==> config.mk <==
export PLATFORM = sky130hd
export DESIGN_NAME = particle_pool_engine_unit
export DESIGN_NICKNAME = d
export VERILOG_FILES = /design/src/rtl/ppe_pkg.sv /design/src/rtl/ppe_update.sv /design/src/rtl/ppe_pixel.sv /design/src/rtl/particle_pool_engine_unit.sv
export SDC_FILE = /design/constraint.sdc
export NUM_CORES = 2
export LEC_CHECK = 0
export BUFFER_PORTS_ARGS = -buffer_cell sky130_fd_sc_hd__buf_2
export CAP_MARGIN = 0
export CORE_MARGIN = 5
export CORE_UTILIZATION = 54
export DETAILED_ROUTE_END_ITERATION = 10
export PLACE_DENSITY_LB_ADDON = 0.3
export SYNTH_ARGS = -nofsm -noshare
export SYNTH_HDL_FRONTEND = slang
export SYNTH_MEMORY_MAX_BITS = 65536
export SYNTH_SLANG_ARGS = --single-unit
==> constraint.sdc <==
create_clock -name clk -period 10.15 [get_ports clk]
set_input_delay 2.03 -clock clk [delete_from_list [all_inputs] [get_ports clk]]
set_output_delay 2.03 -clock clk [all_outputs]
set_load 0.02 [all_outputs]
==> src/rtl/ppe_pkg.sv <==
`default_nettype none
package ppe_pkg;
    localparam logic [1:0] OP_ADD    = 2'd0;
    localparam logic [1:0] OP_REMOVE = 2'd1;
    localparam logic [1:0] OP_TICK   = 2'd2;
    localparam logic [1:0] OP_DRAW   = 2'd3;

    localparam logic [1:0] CFG_GRAV_X = 2'd0;
    localparam logic [1:0] CFG_GRAV_Y = 2'd1;
    localparam logic [1:0] CFG_GRAV_Z = 2'd2;
    localparam logic [1:0] CFG_LIMIT  = 2'd3;

    // One stored particle, all fields packed into one memory word.
    typedef struct packed {
        logic [23:0] px;
        logic [23:0] py;
        logic [23:0] pz;
        logic [15:0] vx;
        logic [15:0] vy;
        logic [15:0] vz;
        logic [15:0] life;
        logic [15:0] color;
    } particle_t;

    // Gravity values handed to the update unit.
    typedef struct packed {
        logic [15:0] gx;
        logic [15:0] gy;
        logic [15:0] gz;
    } gravity_t;
endpackage
`default_nettype wire

==> src/rtl/ppe_update.sv <==
`default_nettype none
// Shared update unit: one particle per use, moved and aged.
module ppe_update
(
    input  wire ppe_pkg::particle_t cur,
    input  wire ppe_pkg::gravity_t  grav,
    output ppe_pkg::particle_t      nxt,
    output logic                    dead
);
    always_comb
    begin
        nxt      = cur;
        nxt.px   = cur.px + {{8{cur.vx[15]}}, cur.vx};
        nxt.py   = cur.py + {{8{cur.vy[15]}}, cur.vy};
        nxt.pz   = cur.pz + {{8{cur.vz[15]}}, cur.vz};
        nxt.vx   = cur.vx + grav.gx;
        nxt.vy   = cur.vy + grav.gy;
        nxt.vz   = cur.vz + grav.gz;
        if (!cur.life[15] && (cur.life != 16'd0))
            nxt.life = cur.life - 16'd1;
        dead = (nxt.life == 16'd0);
    end
endmodule
`default_nettype wire

==> src/rtl/ppe_pixel.sv <==
`default_nettype none
// Screen mapping: position divided by 256 toward zero, then bounds check.
module ppe_pixel #(
    parameter int SCREEN_WIDTH  = 128,
    parameter int SCREEN_HEIGHT = 128
)
(
    input  wire  [23:0] px,
    input  wire  [23:0] py,
    output logic [6:0]  col,
    output logic [6:0]  row,
    output logic        on
);
    logic [15:0] qx;
    logic [15:0] qy;
    always_comb
    begin
        // Negative values truncate toward zero, so a fraction rounds up.
        qx = px[23:8] + {15'd0, px[23] & (px[7:0] != 8'd0)};
        qy = py[23:8] + {15'd0, py[23] & (py[7:0] != 8'd0)};
        on = !qx[15] && !qy[15]
            && ({16'd0, qx} < 32'(SCREEN_WIDTH))
            && ({16'd0, qy} < 32'(SCREEN_HEIGHT));
        col = qx[6:0];
        row = qy[6:0];
    end
endmodule
`default_nettype wire

==> src/rtl/particle_pool_engine_unit.sv <==
`default_nettype none
// Add returns its result word in the cycle after start is taken; remove passes through S_REM
// and then S_DONE, or goes straight to S_DONE when the slot is out of range.
// Tick alternates S_TICK and S_RD for each slot visit, and a slot is visited again when a dead particle
// is replaced by the last one; an empty pool goes straight to S_DONE.
// Draw gives one result word per cycle, one per stored particle (one for an empty pool).
// A new word is taken the cycle after the last result; the receiver cannot stall.
// Reset clears the count and the gravity and sets the limit to 32; particle memory is not cleared.
module particle_pool_engine_unit #(
    parameter int MAX_SLOTS     = 32,
    parameter int SCREEN_WIDTH  = 128,
    parameter int SCREEN_HEIGHT = 128
)
(
    input  wire         clk,
    input  wire         rst_n,
    input  wire         start,
    output logic        busy,
    input  wire         cfg_we,
    input  wire  [1:0]  cfg_index,
    input  wire  [15:0] cfg_data,
    input  wire  [1:0]  operation,
    input  wire  [23:0] pos_x,
    input  wire  [23:0] pos_y,
    input  wire  [23:0] pos_z,
    input  wire  [15:0] vel_x,
    input  wire  [15:0] vel_y,
    input  wire  [15:0] vel_z,
    input  wire  [15:0] life_ticks,
    input  wire  [15:0] color,
    input  wire  [4:0]  slot_index,
    input  wire         use_override,
    output logic        result_valid,
    output logic [6:0]  pixel_x,
    output logic [6:0]  pixel_y,
    output logic [15:0] pixel_color,
    output logic        point_valid,
    output logic        accepted,
    output logic [5:0]  particle_count,
    output logic        last
);
    localparam int AW = (MAX_SLOTS > 1) ? $clog2(MAX_SLOTS) : 1;

    localparam logic [2:0] S_IDLE  = 3'd0;
    localparam logic [2:0] S_RD    = 3'd1;  // memory read issued, data next cycle
    localparam logic [2:0] S_TICK  = 3'd2;  // update one slot
    localparam logic [2:0] S_DRAW  = 3'd3;  // emit one draw word per cycle
    localparam logic [2:0] S_REM   = 3'd4;  // copy last particle into a slot
    localparam logic [2:0] S_DONE  = 3'd5;

    // The particle memory: one write port, one registered read port.
    ppe_pkg::particle_t mem [MAX_SLOTS];
    ppe_pkg::particle_t rd_q;
    logic [AW-1:0]      rd_addr;
    logic               wr_en;
    logic [AW-1:0]      wr_addr;
    ppe_pkg::particle_t wr_data;

    always_ff @(posedge clk)
    begin
        if (wr_en)
            mem[wr_addr] <= wr_data;
        rd_q <= mem[rd_addr];
    end

    logic [2:0]          state_reg, state_next;
    logic [5:0]          count_reg, count_next;
    logic [5:0]          idx_reg, idx_next;
    logic [5:0]          slot_reg, slot_next;
    logic                acc_reg, acc_next;
    logic                ovr_reg;
    logic [15:0]         ocol_reg;
    ppe_pkg::gravity_t   grav_reg;
    logic [5:0]          limit_reg;
    logic                pend_reg, pend_next; // tick: swapped-in slot still to move

    always_ff @(posedge clk or negedge rst_n)
    begin
        if (!rst_n)
        begin
            grav_reg  <= '0;
            limit_reg <= 6'd32;
        end
        else if (cfg_we)
        begin
            unique case (cfg_index)
                ppe_pkg::CFG_GRAV_X: grav_reg.gx <= cfg_data;
                ppe_pkg::CFG_GRAV_Y: grav_reg.gy <= cfg_data;
                ppe_pkg::CFG_GRAV_Z: grav_reg.gz <= cfg_data;
                ppe_pkg::CFG_LIMIT:  limit_reg   <= cfg_data[5:0];
                default: ;
            endcase
        end
    end

    ppe_pkg::particle_t upd;
    logic               upd_dead;
    ppe_update u_upd (.cur(rd_q), .grav(grav_reg), .nxt(upd), .dead(upd_dead));

    logic [6:0] pcol, prow;
    logic       pon;
    ppe_pixel #(.SCREEN_WIDTH(SCREEN_WIDTH), .SCREEN_HEIGHT(SCREEN_HEIGHT)) u_pix
    (
        .px(rd_q.px), .py(rd_q.py), .col(pcol), .row(prow), .on(pon)
    );

    logic op_add_ok;
    assign op_add_ok = (count_reg < limit_reg) && ({26'd0, count_reg} < 32'(MAX_SLOTS));

    // Sequencer: one memory read and at most one write per cycle drive the whole operation.
    always_comb
    begin
        state_next = state_reg;
        count_next = count_reg;
        idx_next   = idx_reg;
        slot_next  = slot_reg;
        acc_next   = acc_reg;
        pend_next  = pend_reg;
        rd_addr    = idx_reg[AW-1:0];
        wr_en      = 1'b0;
        wr_addr    = idx_reg[AW-1:0];
        wr_data    = upd;
        result_valid   = 1'b0;
        pixel_x        = 7'd0;
        pixel_y        = 7'd0;
        pixel_color    = 16'd0;
        point_valid    = 1'b0;
        accepted       = 1'b0;
        particle_count = count_reg;
        last           = 1'b0;
        unique case (state_reg)
            S_IDLE:
            begin
                if (start)
                begin
                    acc_next = 1'b0;
                    idx_next = 6'd0;
                    unique case (operation)
                        ppe_pkg::OP_ADD:
                        begin
                            wr_addr = count_reg[AW-1:0];
                            wr_data = '{pos_x, pos_y, pos_z, vel_x, vel_y, vel_z,
                                        life_ticks, color};
                            if (op_add_ok)
                            begin
                                wr_en      = 1'b1;
                                count_next = count_reg + 6'd1;
                                acc_next   = 1'b1;
                            end
                            state_next = S_DONE;
                        end
                        ppe_pkg::OP_REMOVE:
                        begin
                            if ({1'b0, slot_index} < count_reg)
                            begin
                                acc_next   = 1'b1;
                                slot_next  = {1'b0, slot_index};
                                idx_next   = count_reg - 6'd1;
                                rd_addr    = count_reg[AW-1:0] - AW'(1);
                                state_next = S_REM;
                            end
                            else
                                state_next = S_DONE;
                        end
                        ppe_pkg::OP_TICK:
                        begin
                            rd_addr    = '0;
                            state_next = (count_reg == 6'd0) ? S_DONE : S_TICK;
                        end
                        ppe_pkg::OP_DRAW:
                        begin
                            rd_addr    = '0;
                            state_next = S_DRAW;
                        end
                        default: ;
                    endcase
                end
            end
            S_REM:
            begin
                // rd_q holds the last particle; write it over the freed slot.
                wr_en      = (slot_reg != idx_reg);
                wr_addr    = slot_reg[AW-1:0];
                wr_data    = rd_q;
                count_next = count_reg - 6'd1;
                state_next = S_DONE;
            end
            S_TICK:
            begin
                if (!upd_dead)
                begin
                    wr_en    = 1'b1;
                    idx_next = idx_reg + 6'd1;
                    if (idx_reg + 6'd1 < count_reg)
                    begin
                        rd_addr    = idx_reg[AW-1:0] + AW'(1);
                        state_next = S_RD;
                    end
                    else
                        state_next = S_DONE;
                end
                else
                begin
                    count_next = count_reg - 6'd1;
                    if (idx_reg + 6'd1 < count_reg)
                    begin
                        // Fetch the last particle; it lands in this slot next.
                        rd_addr    = count_reg[AW-1:0] - AW'(1);
                        pend_next  = 1'b1;
                        state_next = S_RD;
                    end
                    else
                        state_next = S_DONE;
                end
            end
            S_RD:
            begin
                // Re-issue the read for the next update. After a death the count has
                // already dropped, so the count itself addresses the last particle,
                // which is updated and then written over the dead slot.
                rd_addr    = pend_reg ? count_reg[AW-1:0] : idx_reg[AW-1:0];
                pend_next  = 1'b0;
                state_next = S_TICK;
            end
            S_DRAW:
            begin
                result_valid = 1'b1;
                if (count_reg == 6'd0)
                begin
                    last       = 1'b1;
                    particle_count = 6'd0;
                    state_next = S_IDLE;
                end
                else
                begin
                    point_valid = pon;
                    pixel_x     = pon ? pcol : 7'd0;
                    pixel_y     = pon ? prow : 7'd0;
                    pixel_color = pon ? (ovr_reg ? ocol_reg : rd_q.color) : 16'd0;
                    rd_addr     = idx_reg[AW-1:0] + AW'(1);
                    idx_next    = idx_reg + 6'd1;
                    if (idx_reg + 6'd1 >= count_reg)
                    begin
                        last       = 1'b1;
                        state_next = S_IDLE;
                    end
                end
            end
            S_DONE:
            begin
                result_valid = 1'b1;
                accepted     = acc_reg;
                last         = 1'b1;
                state_next   = S_IDLE;
            end
            default: state_next = S_IDLE;
        endcase
    end

    always_ff @(posedge clk or negedge rst_n)
    begin
        if (!rst_n)
        begin
            state_reg    <= S_IDLE;
            count_reg    <= 6'd0;
            idx_reg      <= 6'd0;
            slot_reg     <= 6'd0;
            acc_reg      <= 1'b0;
            pend_reg     <= 1'b0;
        end
        else
        begin
            state_reg    <= state_next;
            count_reg    <= count_next;
            idx_reg      <= idx_next;
            slot_reg     <= slot_next;
            acc_reg      <= acc_next;
            pend_reg     <= pend_next;
        end
    end

    always_ff @(posedge clk)
    begin
        if (start && !busy)
        begin
            ovr_reg  <= use_override;
            ocol_reg <= color;
        end
    end

    assign busy = (state_reg != S_IDLE);

`ifndef ASSERT_OFF
    a_count_range: assert property (@(posedge clk) disable iff (!rst_n)
        {26'd0, count_reg} <= 32'(MAX_SLOTS))
        else $error("particle count above pool size");
    a_done_last: assert property (@(posedge clk) disable iff (!rst_n)
        (state_reg == S_DONE) |-> (result_valid && last))
        else $error("single result missing last");
    a_idle_quiet: assert property (@(posedge clk) disable iff (!rst_n)
        !busy |-> !result_valid)
        else $error("result while idle");
    a_busy_after_start: assert property (@(posedge clk) disable iff (!rst_n)
        (start && !busy) |=> busy)
        else $error("start not taken");
`endif
endmodule
`default_nettype wire

==> Yosys cells after proc, flatten, opt, wreduce, memory -nomap -nowiden <==
Memory sizes are Yosys's and may differ from the RTL's. A register that Yosys moved wholly into a read port is not among the register bits.
Cells that the tools add are included.
{ "op_classes": {"addsub": 14, "magnitude_cmp": 7, "n_eq_ne": 20, "n_mux": 66, "bitwise": 2, "reduce_logical": 34} }
{ "op_table": {"columns": ["operator", "count"], "rows": [
  ["152-bit two-way mux", 2],
  ["152-bit case mux with 2 select lines", 1],
  ["16-bit two-way mux", 5],
  ["24-bit adder", 3],
  ["6-bit two-way mux", 11],
  ["16-bit adder", 3],
  ["5-bit two-way mux", 9],
  ["7-bit two-way mux", 6],
  ["6-bit case mux with 3 select lines", 2],
  ["16-bit by 1-bit adder with 16-bit output", 2],
  ["16-bit by 8-bit less-than comparator with 1-bit output, second input constant", 2],
  ["5-bit case mux with 2 select lines", 2],
  ["5-bit case mux with 4 select lines", 1],
  ["16-bit logical NOT", 1],
  ["1-bit two-way mux", 16],
  ["16-bit nonzero test", 1],
  ["8-bit nonzero test", 2],
  ["16-bit by 1-bit subtractor with 16-bit output, second input constant", 1],
  ["3-bit two-way mux", 5],
  ["3-bit case mux with 5 select lines", 1],
  ["6-bit by 1-bit adder with 6-bit output, second input constant", 2],
  ["6-bit less-than comparator", 2],
  ["2-bit inequality test, second input constant", 6],
  ["3-bit case mux with 4 select lines", 1],
  ["other kinds (29)", 56]
]} }
{ "word_totals": {"regBits": 93, "ram_bits": 4864, "in_bits": 182, "output_inout_bits": 41, "elab_cells": 156, "mem_count": 1} }
{ "memory_table": {"columns": ["name", "depth", "width", "rd", "rd_clocked_by_memory_dff", "write_ports", "line_no", "text"], "rows": [
  ["mem", 32, 152, 1, 1, 1, "particle_pool_engine_unit.sv:52", "ppe_pkg::particle_t mem [MAX_SLOTS];"]
]} }

==> Logic depth before layout (Yosys ltp) <==
{ "depth": {"word_depth": 10, "depth_mapped": 22, "ltp_nobuf": 17} }

==> By module <==
From an unflattened synthesis, not the netlist that was laid out.
{ "hier_totals": {"cells_unflattened": 9588, "hier_area_um2": 201209.2} }
{ "by_module_without_submodules": {"columns": ["module", "n_inst", "cells_per_inst", "area_each_um2"], "rows": [
  ["particle_pool_engine_unit", 1, 8628, 194332.6],
  ["ppe_update", 1, 872, 6261.0],
  ["ppe_pixel", 1, 88, 615.6]
]} }

==> Worst setup path before layout <==
OpenSTA, ideal clock, no wires.
{ "synth_timing": {"path_kind": "in2reg", "start": "input port operation[1]", "end": "memory mem[17][0] in the netlist's numbering, enable pin", "arrival_ps": 8211, "required_ps": 9565, "setup_slack_ps": 1354, "stages": 7, "path_cell_list": "clkbuf_1 nor3_1 o21ai_1 a222oi_1 nor2b_1 nand2_1 nor2_1"} }
{ "synth_between": {"elab_chain_len": 6, "word_cells_on_any_way": 9, "cone_classes": "mux (8); reduce/logical (1)"} }
{ "synth_lines": {"columns": ["element", "line_no", "text"], "rows": [
  ["start, declared", "particle_pool_engine_unit.sv:22", "input wire [1:0] operation,"],
  ["2-bit logical NOT *", "particle_pool_engine_unit.sv:138", "unique case (operation)"],
  ["1-bit two-way mux", "particle_pool_engine_unit.sv:138", null],
  ["1-bit two-way mux", "particle_pool_engine_unit.sv:134", "if (start)"],
  ["1-bit case mux with 3 select lines", "particle_pool_engine_unit.sv:131", "unique case (state_reg)"],
  ["1-bit two-way mux", "particle_pool_engine_unit.sv:61", "if (wr_en)"],
  ["1-bit two-way mux (implied by the code)", "particle_pool_engine_unit.sv:62", "mem[wr_addr] <= wr_data;"],
  ["end, declared", "particle_pool_engine_unit.sv:52", null]
]} }
Mark *: on every way between the ends. The rest lies on a longest branch, timed or not.

==> Final worst setup path <==
{ "layout_timing": {"start": "register idx_reg[0]", "end": "register, netlist name rd_q[53]"} }
{ "layout_between": {"elab_chain_len": 5, "word_cells_on_any_way": 12, "cone_classes": "add/sub (2); order compare (1); mux (9)"} }
{ "layout_lines": {"columns": ["element", "line_no", "text"], "rows": [
  ["start, declared", "particle_pool_engine_unit.sv:68", "logic [5:0] idx_reg, idx_next;"],
  ["start signal, assigned", "particle_pool_engine_unit.sv:275", "idx_reg <= idx_next;"],
  ["6-bit by 1-bit adder with 6-bit output", "particle_pool_engine_unit.sv:194, particle_pool_engine_unit.sv:205", null],
  ["6-bit less-than comparator", "particle_pool_engine_unit.sv:194, particle_pool_engine_unit.sv:205", null],
  ["5-bit two-way mux (on tied branches)", "particle_pool_engine_unit.sv:194, particle_pool_engine_unit.sv:205", null],
  ["5-bit two-way mux", "particle_pool_engine_unit.sv:190", "if (!upd_dead)"],
  ["5-bit case mux with 4 select lines *", "particle_pool_engine_unit.sv:131", null]
]} }
Marked as above.
A chain may end at the register's enable or synchronous reset.

==> results by group <==
STA
  – Min cycle time layout: 8070 ps
  – Fmax: 124 MHz
  – Fin. max-slew vios: 0
  – Tightest Pin Transition: 1250 ps
  – Final WS setup: 2080 ps
  – Setup TNS: 0 ps
  – Worst slew margin: 0.155
  – Final setup vio count: 0
  – Worst Skew: 58.9 ps
  – RSZ-0062 raised after global routing: false
  – Tcrit/Tclk final: 0.795
  – Final Hold Viols: 0
  – Final hold slack: 504 ps

Clock network
  – CTS tree: done
  – Root buf cell: clkbuf_16
  – H-tree Lvls: 5
  – CTS Sinks: 3,773
  – Max Buffers Root-to-Sink: 4
  – Cts hold-fix bufs: 0
  – Worst-skew pair later-pin latency: 950 ps
  – Post-cts resize count: 0
  – CTS Buf Count: 369
  – Clk slew on worst S/H paths: 70 ps
  – Post-CTS setup buffers: 0

Critical path
  – Crit path capture type: flop
  – Crit start category: flop
  – CP max FO: 120
  – WP data arrival: 8840 ps
  – Critical path required time: 10,920 ps
  – Setup CP Type: flop to flop

Logic synthesis
  – Seq cells post-synth: 3,773
  – Synth Flop Type: edfxtp_1
  – Synth Cell Area: 0.154 mm^2
  – Avg Cell Area, Syn: 17.1 um^2
  – Post-Syn Nets: 9,329
  – Post-synth EDFFs: 3,601
  – Seq/Total Area, Yosys: 0.725
  – Total number of yosys warnings: 0
  – Synth unique cells: 78
  – Synth async-reset ratio: 0.0159
  – Gate Count Post-Synth: 9,044

Global routing
  – Global-route wire length before repair: 593 mm
  – Met1 usage: 0.361
  – Largest net degree at the start of global routing: 159
  – Initial antenna violation count: 13
  – Remaining Overflow, GRT: 0
  – GRT Total Usage: 0.276
  – Met2 Use GR: 0.456
  – Vias in the first global route: 84.1k
  – Gr busiest metal: met2
  – GR Layer Usage met3: 0.0429

Die
  – Initial Util: 0.542
  – DIE HEIGHT: 545 um
  – Width of the die: 545 um
  – Core area: 0.285 mm^2
  – Die area: 0.297 mm^2
  – I/O pins: 223
  – # rows: 196

Route
  – Final WL: 419 mm
  – Vias per std cell: 6.48
  – Pre-antenna DRT Iters: 8
  – ANT nets after route: 0
  – DRC Markers: 0
  – WL/cell: 31.4 um
  – Detailed Route Iter0 Violations: 10.1k
  – Via Count: 86.5k

Status
  – Outcome: finished clean

Place
  – DP HPWL: 209 mm
  – Pre-CTS WS: 2390 ps
  – RePlAce Congestion: 0.884
  – Port Buffers: 182

Final layout
  – Most frequent cells in the layout: edfxtp_1, mux2i_1, clkbuf_16, o22ai_1, nand2_1
  – Area delta synth->final: 11.5%
  – Layout cells sized above 1: 0.112
  – Nets: 9,559
  – Commonest non-fill, non-tap cell in the layout: edfxtp_1
  – Largest register FFs: 3,584

Flow run
  – # Max-Cap Violations: 0

Hold path
  – HP Class: flop to flop
## through the flow
step            util  area, um^2  instances
2_1_floorplan      -      154000       9044
3_3_place_gp   0.561      160000      12700
3_5_place_dp   0.561      160000      12700
4_1_cts        0.604      172000      13400
5_1_grt        0.604      172000      13400
6_report       0.604      172000      13400
## synthesized netlist by cell type (all sizes together) (31+ instances only)
cell	n	area, um^2
mux2i	2377	23800
a21oi	95	475
nor2	147	552
edfxtp	3601	108000
a311oi	114	998
xnor2	59	517
xor2	38	333
and4	114	998
o21ai	117	586
ha	99	1240
a211oi	233	1750
clkbuf	276	1040
nand2	306	1150
o22ai	342	2140
nor4	125	810
buf	260	1950
a21o	31	233
nor3	46	230
nand3	44	220
a22oi	69	518
dfrtp	59	1480
dfxtp	112	2240
inv	60	225
mux2	60	676
## cell type report
type                    instances  area (um^2)
fillers                     20200       113000
flip-flops and latches       3773       112000
multi-input cells            4675        39700
clock buffers                 496        10100
well taps                    3762         4710
repair buffers                395         3330
clock inverters               189         2140
inverters                      60          225
diodes                         12         30.0
## metal layers
layer | vias to the layer above | wire (um) | share of wire
li1 | 36700 | - | -
met1 | 44400 | 157000 | 0.37
met2 | 4434 | 203000 | 0.48
met3 | 1048 | 35700 | 0.085
met4 | 2 | 24100 | 0.057
met5 | - | 13 | 0.000031
## cell families after synthesis
group,Yosys count,share of synthesized area
compound gates,1137,0.0509
xor+xnor,97,0.00550
fa+ha+maj,104,0.00861
buf+inv,596,0.0208
flops,3773,0.725
mux,2437,0.159
simple gates,900,0.0308
## final timing paths
kind | startpoint | endpoint | slack (ps) | cells past startpoint
max | idx_reg[0]$_DFFE_PN0P_ | rd_q[53]$_DFF_P_ | 2080 | 19
min | limit_reg[1]$_DFFE_PN0P_ | limit_reg[1]$_DFFE_PN0P_ | 500 | 1
max reg2reg | idx_reg[0]$_DFFE_PN0P_ | rd_q[53]$_DFF_P_ | 2080 | 19
min reg2reg | limit_reg[1]$_DFFE_PN0P_ | limit_reg[1]$_DFFE_PN0P_ | 500 | 1
max in group asynchronous | rst_n | grav_reg[42]$_DFFE_PN0P_ | 8240 | 1
min in group asynchronous | rst_n | grav_reg[22]$_DFFE_PN0P_ | 1270 | 1
## critical path: stages (launching register included)
cell,delay [ps]
dfrtp_1,530
ha_1,280
nand2_1,80
inv_1,90
nand2_1,70
xnor2_1,430
ha_1,360
and3_1,170
o21ai_0,110
a31oi_1,210
nor3_1,710
nand2_1,110
or4_4,930
nand3_4,880
buf_12,610
buf_4,1020
mux2i_1,270
mux2i_1,100
a211oi_1,460
nor4_1,120
Power is not shown: default switching activity piles up to over one toggle a cycle in this logic, so the estimate is an artifact.
